===== config.mk =====
export PLATFORM = sky130hd
export DESIGN_NAME = accel_tilt_angle_deadband_core
export DESIGN_NICKNAME = d
export VERILOG_FILES = /design/src/design/atd_pkg.sv /design/src/design/atd_ctrl.sv /design/src/design/atd_dp.sv /design/src/design/accel_tilt_angle_deadband_core.sv
export SDC_FILE = /design/constraint.sdc
export NUM_CORES = 2
export LEC_CHECK = 0
export ABC_AREA = 1
export BUFFER_PORTS_ARGS = -buffer_cell sky130_fd_sc_hd__clkbuf_2
export CORE_ASPECT_RATIO = 0.7
export CORE_UTILIZATION = 50
export DETAILED_ROUTE_END_ITERATION = 8
export PLACE_DENSITY_LB_ADDON = 0.08
export SKIP_CTS_REPAIR_TIMING = 1
export SYNTH_ARGS = -nofsm -noshare
export SYNTH_HDL_FRONTEND = slang
export SYNTH_SLANG_ARGS = --single-unit

===== constraint.sdc =====
create_clock -name clk -period 24.3 [get_ports clk]
set_clock_uncertainty 0.2 [all_clocks]
set_input_delay 4.86 -clock clk [delete_from_list [all_inputs] [get_ports clk]]
set_output_delay 4.86 -clock clk [all_outputs]
set_load 0.005 [all_outputs]

===== src/design/atd_pkg.sv =====
// Shared constants, command type and arctangent table for the tilt angle block.
package atd_pkg;

	localparam int SAMPLE_BITS  = 16;
	localparam int ANGLE_BITS   = 16;
	localparam int CORDIC_STEPS = 16;
	localparam int SQRT_STEPS   = 32;
	localparam int SCALE_STEPS  = 4;
	localparam int THR_BITS     = 15;
	localparam logic [THR_BITS-1:0] THRESHOLD_MAX   = 15'd16384;
	localparam logic [THR_BITS-1:0] THRESHOLD_RESET = 15'd182;

	localparam logic [0:0] REG_THRESHOLD = 1'b0;
	localparam logic [0:0] REG_UNIT      = 1'b1;

	// datapath operations
	localparam logic [3:0] OP_NONE     = 4'd0;
	localparam logic [3:0] OP_LOAD     = 4'd1;
	localparam logic [3:0] OP_CAL      = 4'd2;
	localparam logic [3:0] OP_SQA      = 4'd3;
	localparam logic [3:0] OP_SQB      = 4'd4;
	localparam logic [3:0] OP_SQRT_INI = 4'd5;
	localparam logic [3:0] OP_SQRT_STP = 4'd6;
	localparam logic [3:0] OP_CORD_INI = 4'd7;
	localparam logic [3:0] OP_CORD_STP = 4'd8;
	localparam logic [3:0] OP_ANGLE    = 4'd9;
	localparam logic [3:0] OP_POST     = 4'd10;
	localparam logic [3:0] OP_SCALE    = 4'd11;
	localparam logic [3:0] OP_PUBLISH  = 4'd12;

	typedef struct packed {
		logic [3:0] op;
		logic       axis;   // 0 pitch, 1 roll
		logic [4:0] step;
	} cmd_t;

	// atan(2^-i), binary angle with pi = 2^31
	function automatic logic [31:0] atan_entry(input logic [4:0] i);
		logic [31:0] v;
		case (i)
			5'd0:  v = 32'h20000000;
			5'd1:  v = 32'h12E4051E;
			5'd2:  v = 32'h09FB385B;
			5'd3:  v = 32'h051111D4;
			5'd4:  v = 32'h028B0D43;
			5'd5:  v = 32'h0145D7E1;
			5'd6:  v = 32'h00A2F61E;
			5'd7:  v = 32'h00517C55;
			5'd8:  v = 32'h0028BE53;
			5'd9:  v = 32'h00145F2F;
			5'd10: v = 32'h000A2F98;
			5'd11: v = 32'h000517CC;
			5'd12: v = 32'h00028BE6;
			5'd13: v = 32'h000145F3;
			5'd14: v = 32'h0000A2FA;
			5'd15: v = 32'h0000517D;
			5'd16: v = 32'h000028BE;
			5'd17: v = 32'h0000145F;
			5'd18: v = 32'h00000A30;
			5'd19: v = 32'h00000518;
			5'd20: v = 32'h0000028C;
			5'd21: v = 32'h00000146;
			5'd22: v = 32'h000000A3;
			5'd23: v = 32'h00000051;
			default: v = 32'h0;
		endcase
		return v;
	endfunction

endpackage


===== src/design/atd_ctrl.sv =====
// Sequencer for the tilt angle block: steps the shared square root and CORDIC units.
module atd_ctrl (
	input  logic          clk,
	input  logic          arst_n,
	input  logic          in_valid,
	input  logic          in_mode,
	output logic          in_ready,
	output logic          out_valid,
	input  logic          out_ready,
	output atd_pkg::cmd_t cmd
);
	import atd_pkg::*;

	localparam logic [3:0] ST_IDLE  = 4'd0;
	localparam logic [3:0] ST_SQA   = 4'd1;
	localparam logic [3:0] ST_SQB   = 4'd2;
	localparam logic [3:0] ST_SINI  = 4'd3;
	localparam logic [3:0] ST_SQRT  = 4'd4;
	localparam logic [3:0] ST_CINI  = 4'd5;
	localparam logic [3:0] ST_CORD  = 4'd6;
	localparam logic [3:0] ST_ANGLE = 4'd7;
	localparam logic [3:0] ST_POST  = 4'd8;
	localparam logic [3:0] ST_SCALE = 4'd9;
	localparam logic [3:0] ST_OUT   = 4'd10;

	logic [3:0] state_q, state_d;
	logic       axis_q, axis_d;
	logic [4:0] step_q, step_d;
	logic       out_valid_q, out_valid_d;

	assign in_ready  = (state_q == ST_IDLE);
	assign out_valid = out_valid_q;

	always_comb begin
		state_d     = state_q;
		axis_d      = axis_q;
		step_d      = step_q;
		out_valid_d = out_valid_q & ~out_ready;
		cmd.op      = OP_NONE;
		cmd.axis    = axis_q;
		cmd.step    = step_q;
		case (state_q)
			ST_IDLE: begin
				if (in_valid) begin
					if (in_mode) begin
						cmd.op = OP_CAL;
					end else begin
						cmd.op  = OP_LOAD;
						axis_d  = 1'b0;
						state_d = ST_SQA;
					end
				end
			end
			ST_SQA: begin
				cmd.op  = OP_SQA;
				state_d = ST_SQB;
			end
			ST_SQB: begin
				cmd.op  = OP_SQB;
				state_d = ST_SINI;
			end
			ST_SINI: begin
				cmd.op  = OP_SQRT_INI;
				step_d  = '0;
				state_d = ST_SQRT;
			end
			ST_SQRT: begin
				cmd.op = OP_SQRT_STP;
				step_d = step_q + 5'd1;
				if (step_q == 5'(SQRT_STEPS - 1)) begin
					state_d = ST_CINI;
				end
			end
			ST_CINI: begin
				cmd.op  = OP_CORD_INI;
				step_d  = '0;
				state_d = ST_CORD;
			end
			ST_CORD: begin
				cmd.op = OP_CORD_STP;
				step_d = step_q + 5'd1;
				if (step_q == 5'(CORDIC_STEPS - 1)) begin
					state_d = ST_ANGLE;
				end
			end
			ST_ANGLE: begin
				cmd.op = OP_ANGLE;
				if (!axis_q) begin
					axis_d  = 1'b1;
					state_d = ST_SQA;
				end else begin
					state_d = ST_POST;
				end
			end
			ST_POST: begin
				cmd.op  = OP_POST;
				step_d  = '0;
				state_d = ST_SCALE;
			end
			ST_SCALE: begin
				cmd.op = OP_SCALE;
				step_d = step_q + 5'd1;
				if (step_q == 5'(SCALE_STEPS - 1)) begin
					state_d = ST_OUT;
				end
			end
			ST_OUT: begin
				if (!out_valid_q || out_ready) begin
					cmd.op      = OP_PUBLISH;
					out_valid_d = 1'b1;
					state_d     = ST_IDLE;
				end
			end
			default: state_d = ST_IDLE;
		endcase
	end

	always_ff @(posedge clk or negedge arst_n) begin
		if (!arst_n) begin
			state_q     <= ST_IDLE;
			axis_q      <= 1'b0;
			step_q      <= '0;
			out_valid_q <= 1'b0;
		end else begin
			state_q     <= state_d;
			axis_q      <= axis_d;
			step_q      <= step_d;
			out_valid_q <= out_valid_d;
		end
	end

endmodule


===== src/design/atd_dp.sv =====
// Datapath: squares, bitwise square root, CORDIC arctangent, deadband and unit scaling.
module atd_dp (
	input  logic                            clk,
	input  logic                            arst_n,
	input  atd_pkg::cmd_t                   cmd,
	input  logic signed [15:0]              accel_x,
	input  logic signed [15:0]              accel_y,
	input  logic signed [15:0]              accel_z,
	input  logic [atd_pkg::THR_BITS-1:0]    threshold,
	input  logic                            unit_deg,
	output logic signed [14:0]              x_rotation,
	output logic signed [14:0]              y_rotation,
	output logic [14:0]                     delta_x,
	output logic [14:0]                     delta_y,
	output logic                            x_changed,
	output logic                            y_changed
);
	import atd_pkg::*;

	logic signed [15:0] ax_q, ay_q, az_q;
	logic [31:0]        sq_a_q, sq_b_q;
	logic [63:0]        rem_q;
	logic [63:0]        root_q;
	logic signed [35:0] cx_q, cy_q;
	logic signed [33:0] cz_q;
	logic               zero_q;
	logic signed [15:0] last_pitch_q, last_roll_q, pitch_off_q, roll_off_q;
	logic signed [15:0] held_x_q, held_y_q;
	logic [15:0]        dx_q, dy_q;
	logic               xc_q, yc_q;
	logic signed [14:0] res_xr_q, res_yr_q;
	logic [14:0]        res_dx_q, res_dy_q;

	// operand selection per axis: pitch uses x over (y,z), roll uses y over (x,z)
	logic signed [15:0] num, opa, sq_src;
	logic [31:0]        sq;
	assign num    = cmd.axis ? ay_q : ax_q;
	assign opa    = cmd.axis ? ax_q : ay_q;
	assign sq_src = (cmd.op == OP_SQA) ? opa : az_q;
	assign sq     = 32'(sq_src) * 32'(sq_src);

	// square root step; the partial root runs as wide as the remainder
	logic [63:0] sbit, trial;
	logic        take;
	assign sbit  = 64'd1 << (7'd62 - {1'b0, cmd.step, 1'b0});
	assign trial = root_q + sbit;
	assign take  = rem_q >= trial;

	// CORDIC step
	logic signed [35:0] shx, shy;
	logic signed [33:0] at;
	assign shx = cy_q >>> cmd.step;
	assign shy = cx_q >>> cmd.step;
	assign at  = $signed({2'b00, atan_entry(cmd.step)});

	logic signed [33:0] zr;
	logic signed [15:0] ang;
	assign zr  = cz_q + 34'sd32768;
	assign ang = zero_q ? 16'sd0 : (cmd.axis ? zr[31:16] : -zr[31:16]);

	// wrap and fold into +-pi/2
	function automatic logic signed [15:0] fold16(input logic signed [15:0] v);
		logic signed [16:0] w;
		w = {v[15], v};
		if (w > 17'sd16384) begin
			w = 17'sd32768 - w;
		end else if (w < -17'sd16384) begin
			w = -17'sd32768 - w;
		end
		return w[15:0];
	endfunction

	logic signed [15:0] xrot, yrot;
	logic signed [16:0] ddx, ddy;
	logic [15:0]        adx, ady;
	logic               xc, yc;
	assign xrot = fold16(last_roll_q - roll_off_q);
	assign yrot = fold16(last_pitch_q - pitch_off_q);
	assign ddx  = {xrot[15], xrot} - {held_x_q[15], held_x_q};
	assign ddy  = {yrot[15], yrot} - {held_y_q[15], held_y_q};
	assign adx  = ddx[16] ? 16'(-ddx) : ddx[15:0];
	assign ady  = ddy[16] ? 16'(-ddy) : ddy[15:0];
	assign xc   = adx >= {1'b0, threshold};
	assign yc   = ady >= {1'b0, threshold};

	// unit scaling, one value per step
	logic               sc_neg;
	logic [15:0]        sc_mag;
	logic [31:0]        sc_prod;
	logic [32:0]        sc_rnd;
	logic [14:0]        sc_r, sc_out;
	always_comb begin
		sc_neg = 1'b0;
		sc_mag = '0;
		case (cmd.step[1:0])
			2'd0: begin
				sc_neg = held_x_q[15];
				sc_mag = held_x_q[15] ? 16'(-held_x_q) : held_x_q;
			end
			2'd1: begin
				sc_neg = held_y_q[15];
				sc_mag = held_y_q[15] ? 16'(-held_y_q) : held_y_q;
			end
			2'd2: sc_mag = dx_q;
			2'd3: sc_mag = dy_q;
			default: sc_mag = '0;
		endcase
		sc_prod = sc_mag * (unit_deg ? 16'd45 : 16'd51472);
		sc_rnd  = {1'b0, sc_prod} + (unit_deg ? 33'd32 : 33'd32768);
		sc_r    = unit_deg ? sc_rnd[20:6] : sc_rnd[30:16];
		sc_out  = sc_neg ? 15'(-sc_r) : sc_r;
	end

	always_ff @(posedge clk or negedge arst_n) begin
		if (!arst_n) begin
			last_pitch_q <= '0;
			last_roll_q  <= '0;
			pitch_off_q  <= '0;
			roll_off_q   <= '0;
			held_x_q     <= '0;
			held_y_q     <= '0;
		end else begin
			case (cmd.op)
				OP_CAL: begin
					pitch_off_q <= last_pitch_q;
					roll_off_q  <= last_roll_q;
				end
				OP_ANGLE: begin
					if (cmd.axis) last_roll_q <= ang;
					else last_pitch_q <= ang;
				end
				OP_POST: begin
					if (xc) held_x_q <= xrot;
					if (yc) held_y_q <= yrot;
				end
				default: ;
			endcase
		end
	end

	always_ff @(posedge clk) begin
		case (cmd.op)
			OP_LOAD: begin
				ax_q <= accel_x;
				ay_q <= accel_y;
				az_q <= accel_z;
			end
			OP_SQA: sq_a_q <= sq;
			OP_SQB: sq_b_q <= sq;
			OP_SQRT_INI: begin
				rem_q  <= {sq_a_q + sq_b_q, 32'd0};
				root_q <= '0;
			end
			OP_SQRT_STP: begin
				if (take) begin
					rem_q  <= rem_q - trial;
					root_q <= (root_q >> 1) + sbit;
				end else begin
					root_q <= root_q >> 1;
				end
			end
			OP_CORD_INI: begin
				// final root is below 2^32
				cx_q   <= {4'b0000, root_q[31:0]};
				cy_q   <= {{4{num[15]}}, num, 16'd0};
				cz_q   <= '0;
				zero_q <= (root_q == '0) && (num == '0);
			end
			OP_CORD_STP: begin
				if (!cy_q[35]) begin
					cx_q <= cx_q + shx;
					cy_q <= cy_q - shy;
					cz_q <= cz_q + at;
				end else begin
					cx_q <= cx_q - shx;
					cy_q <= cy_q + shy;
					cz_q <= cz_q - at;
				end
			end
			OP_POST: begin
				dx_q <= adx;
				dy_q <= ady;
				xc_q <= xc;
				yc_q <= yc;
			end
			OP_SCALE: begin
				case (cmd.step[1:0])
					2'd0: res_xr_q <= sc_out;
					2'd1: res_yr_q <= sc_out;
					2'd2: res_dx_q <= sc_out;
					default: res_dy_q <= sc_out;
				endcase
			end
			OP_PUBLISH: begin
				x_rotation <= res_xr_q;
				y_rotation <= res_yr_q;
				delta_x    <= res_dx_q;
				delta_y    <= res_dy_q;
				x_changed  <= xc_q;
				y_changed  <= yc_q;
			end
			default: ;
		endcase
	end

endmodule


===== src/design/accel_tilt_angle_deadband_core.sv =====
// Top level of the accelerometer tilt angle block with deadband.
//
// Input channel s_*: one item is one accelerometer sample (tdata = x, y, z,
// 16-bit signed each) with tuser = mode. Mode 1 is a calibrate item: the last
// pitch and roll become the new offsets, no result is produced and the block
// is ready again in the next cycle.
// Output channel m_*: one result item per sample item, carrying the held x/y
// rotations, their deltas and the change flags, in radians*8192 or deg*128.
// For each of pitch and roll, a sample goes through two squares on one
// multiplier, 32 steps of the bitwise square root and 16 CORDIC vectoring
// steps; then come the deadband update, four scaling steps on one
// multiplier and the output load. One sample is in flight at a time: no
// new sample is taken until the last one has reached the output load.
// The result sits in an output register; the next sample is taken while it
// waits. If the receiver stalls, the following result waits inside the block
// and no new sample is taken until the output register frees up.
// Reset clears angles, offsets and held values to zero, the threshold to 182
// and the unit to radians. Configuration: cfg_we with cfg_index and cfg_wdata.
module accel_tilt_angle_deadband_core (
	input  logic        clk,
	input  logic        arst_n,
	input  logic        s_tvalid,
	output logic        s_tready,
	input  logic [47:0] s_tdata,   // accel_x, accel_y, accel_z
	input  logic        s_tuser,   // mode
	output logic        m_tvalid,
	input  logic        m_tready,
	output logic [63:0] m_tdata,   // x_rotation, y_rotation, delta_x, delta_y,
	                               // x_changed, y_changed, zero pad
	input  logic        cfg_we,
	input  logic        cfg_index,
	input  logic [14:0] cfg_wdata
);
	import atd_pkg::*;

	logic [THR_BITS-1:0] thr_q;
	logic                unit_q;
	cmd_t                cmd;
	logic signed [14:0]  x_rotation, y_rotation;
	logic [14:0]         delta_x, delta_y;
	logic                x_changed, y_changed;

	always_ff @(posedge clk or negedge arst_n) begin
		if (!arst_n) begin
			thr_q  <= THRESHOLD_RESET;
			unit_q <= 1'b0;
		end else if (cfg_we) begin
			if (cfg_index == REG_THRESHOLD && cfg_wdata <= THRESHOLD_MAX) begin
				thr_q <= cfg_wdata;
			end
			if (cfg_index == REG_UNIT) begin
				unit_q <= cfg_wdata[0];
			end
		end
	end

	atd_ctrl u_ctrl (
		.clk      (clk),
		.arst_n   (arst_n),
		.in_valid (s_tvalid),
		.in_mode  (s_tuser),
		.in_ready (s_tready),
		.out_valid(m_tvalid),
		.out_ready(m_tready),
		.cmd      (cmd)
	);

	atd_dp u_dp (
		.clk       (clk),
		.arst_n    (arst_n),
		.cmd       (cmd),
		.accel_x   (s_tdata[15:0]),
		.accel_y   (s_tdata[31:16]),
		.accel_z   (s_tdata[47:32]),
		.threshold (thr_q),
		.unit_deg  (unit_q),
		.x_rotation(x_rotation),
		.y_rotation(y_rotation),
		.delta_x   (delta_x),
		.delta_y   (delta_y),
		.x_changed (x_changed),
		.y_changed (y_changed)
	);

	assign m_tdata = {2'b00, y_changed, x_changed, delta_y, delta_x, y_rotation, x_rotation};

	// a sample item keeps the block busy on the following cycle
	a_sample_busy: assert property (@(posedge clk) disable iff (!arst_n)
		s_tvalid && s_tready && !s_tuser |=> !s_tready)
		else $error("input taken right after a sample item");

	// a calibrate item leaves the block ready
	a_cal_ready: assert property (@(posedge clk) disable iff (!arst_n)
		s_tvalid && s_tready && s_tuser |=> s_tready)
		else $error("block busy after calibrate item");

	// folded angles stay within +-pi/2 in either unit
	a_rot_range: assert property (@(posedge clk) disable iff (!arst_n)
		m_tvalid |-> ($signed(x_rotation) <= 15'sd12868 && $signed(x_rotation) >= -15'sd12868
			&& $signed(y_rotation) <= 15'sd12868 && $signed(y_rotation) >= -15'sd12868))
		else $error("rotation out of range");

endmodule


==> results.cfg <==
[status]
status = completed

[run]
cap_violations = 0

[critical_path]
r2r-start = u_ctrl.state_q[3]
worst_ep_arrival_time_ns = 9.99
startpoint = u_ctrl.state_q[3]
start_kind = flip-flop
worst_path_max_delay_cell = o21ai_0
slowest_delay_ns = 1.21
cpMostUsedCell = inv_1
endpoint_kind = flip-flop
path_max_fanout = 34
critPathRequiredTime_ns = 24.55
crit_type = reg -> reg

[final_layout]
syn_to_final_growth_pct = 6.918
fin_nets = 10346
final_util_pct = 53.93
drive_gt1_share_pct = 4.955
fill_cells = 13422
regArea_mm2 = 0.01808
multiInputGateArea_mm2 = 0.04360

[hold_path]
hp-class = reg -> reg
hp-start = u_dp.res_dy_q[7]

[synthesis]
yosysTopAreaCell = edfxtp_1
ys_ff_latch = 622
ys_types = 82
synthArstFlopShare_pct = 19.77
synth_warnings = 0
synth.cell_area_mm2 = 0.06846
synth_edf_count = 499
yosysMostFrequentCell = nand2_1
yosysSeqAreaShare_pct = 26.39
synth_cells = 9312
synth_top_area_share_pct = 21.89
synth_ff_type = edfxtp_1
synth_area_leaders = edfxtp_1, nand2_1, ha_1, fa_1, inv_1
synth.top_cells.by_count = nand2_1, inv_1, nor2_1
synth.avg_cell_area_um2 = 7.352

[timing]
timing.final.crit_period_ns = 9.737
rsz0062_at_grt = no
post-route-period-util_pct = 40.07
hold_viol_final = 0
report.final.slew_viol_count = 0
relSlewSlack_pct = 6.590
setup_tns_ns = 0
max_freq_mhz = 102.7
worst_pin_slew_ns = 1.386
fin_ws_ns = 14.56
setup_viol = 0

[route]
first_iter_violations = 6522
drcViolationCount = 0
via_per_inst = 5.667
route.vias.total = 63403
wire_per_inst_um = 20.82
dr.pass1.iters = 6
ant_nets = 0
routed_wl_mm = 233.0

[floorplanning]
initial_utilization_pct = 50.44
die_h_um = 311.6
io_pins = 136
core.rowCount = 113
dieArea_mm2 = 0.1384
die_w_um = 444.3
core_mm2 = 0.1357

[clocking]
htreeDepth = 3
cts.sinks = 622
clk_pin_slew_ns = 0.06
cts_made_buffers = 73
cts_root_buf = clkbuf_16
cts_tree = built
clock_latency_ns = 0.72
cts_buffer_depth = 3

[grt]
grt_max_degree = 82
grt_pass1_vias = 59267
grtUsageTotal_pct = 33.14
gr-total-overflow = 0
grt_pass1_wl_mm = 354.7
antenna_found_initial = 0

[placement]
gp_congestion = 0.9945
io_buffers = 133
hpwl_mm = 190.6
place_ws_ns = 14.54
[metal layers]
metal | part of all wire [%] | vias up | track usage (%)
li1 | - | 30607 | -
met2 | 41 | 2584 | 47.51
met5 | 0 | - | 0
met4 | 2.7 | 0 | 8.683
met1 | 48 | 29936 | 50.79
met3 | 9.1 | 276 | 5.851
[cell type report]
type                       count  area share [%]
timing repair buffer         187           1.472
clock buffer                  97           2.761
clock inverter                37          0.5555
inverter                    1540           7.902
multi-input combinational   6922           59.56
sequential                   622           24.70
antenna                        1        0.003419
tap                         1782           3.046
[flip-flops by register name (all words and copies together) (netlist names), 31 cells and up]
register and count:
u_dp.sq_b_q 31, u_dp.cx_q 36, u_dp.rem_q 64, u_dp.cz_q 32, u_dp.sq_a_q 31, u_dp.cy_q 36
u_dp.root_q 64
[worst max-delay path: cells and delay by family (launching register included)]
family	cells	cell delay, ns
AO/OA/AOI/OAI	6	2.27
XOR/XNOR	1	0.37
adder cells (fa/ha/maj)	7	2.57
buffers and inverters	10	2.42
flip-flops	1	0.39
AND/OR/NAND/NOR	9	1.22
[cell usage in the layout (no fill, tap or decap), drive strengths merged, types with 29 or more instances in the layout]
cell type / Yosys / final
fa: 326 / 326
or2: 50 / 50
o21bai: 29 / 29
nand2: 2069 / 2069
a21o: 42 / 42
a31oi: 57 / 57
mux2i: 32 / 32
o21a: 48 / 48
clkinv: 7 / 31
a21oi: 708 / 708
nor3: 115 / 115
buf: 100 / 55
o21ai: 811 / 811
ha: 604 / 604
nor4: 40 / 40
xnor2: 158 / 158
xor2: 238 / 238
clkbuf: 130 / 229
o211ai: 55 / 55
inv: 1533 / 1536
edfxtp: 499 / 499
dfrtp: 118 / 118
nand4: 76 / 76
nor2: 925 / 925
nand3: 370 / 370
[kinds of logic (layout without fill, tap and decap cells)]
group                      count (synthesis)  after routing  synth area share, %
other                                      2              5              0.01097
and+or+nand+nor                         3679           3679                22.16
DFF                                      622            622                26.39
buffers and inverters                   1770           1861                10.08
adders and majority gates                930            930                20.57
xor gates and xnor gates                 396            396                5.077
AOI/OAI and AO/OA                       1879           1879                15.21
muxes                                     34             34               0.5008
[metrics by stage]
stage | cells | hold WS, ns | area, um^2
floorplan | 9314 | 0.2003 | 68470
global placement | 11053 | 0.2033 | 70770
detailed placement | 11053 | 0.2045 | 70770
CTS | 11187 | 0.2187 | 73190
global route | 11187 | 0.2248 | 73190
finish | 11188 | 0.2184 | 73200
[final timing paths]
check / endpoint / slack (ns) / depth (start not counted)
max: u_dp.sq_b_q[25] / 14.56 / 33
min: u_dp.delta_y[7] / 0.22 / 0
max reg2reg: u_dp.sq_b_q[25] / 14.56 / 33
min reg2reg: u_dp.delta_y[7] / 0.22 / 0
max in group asynchronous: thr_q[10] / 18.49 / 2
min in group asynchronous: u_ctrl.step_q[2] / 3.93 / 1
Power is not shown: default switching activity piles up to over one toggle a cycle in this logic, so the estimate is an artifact.
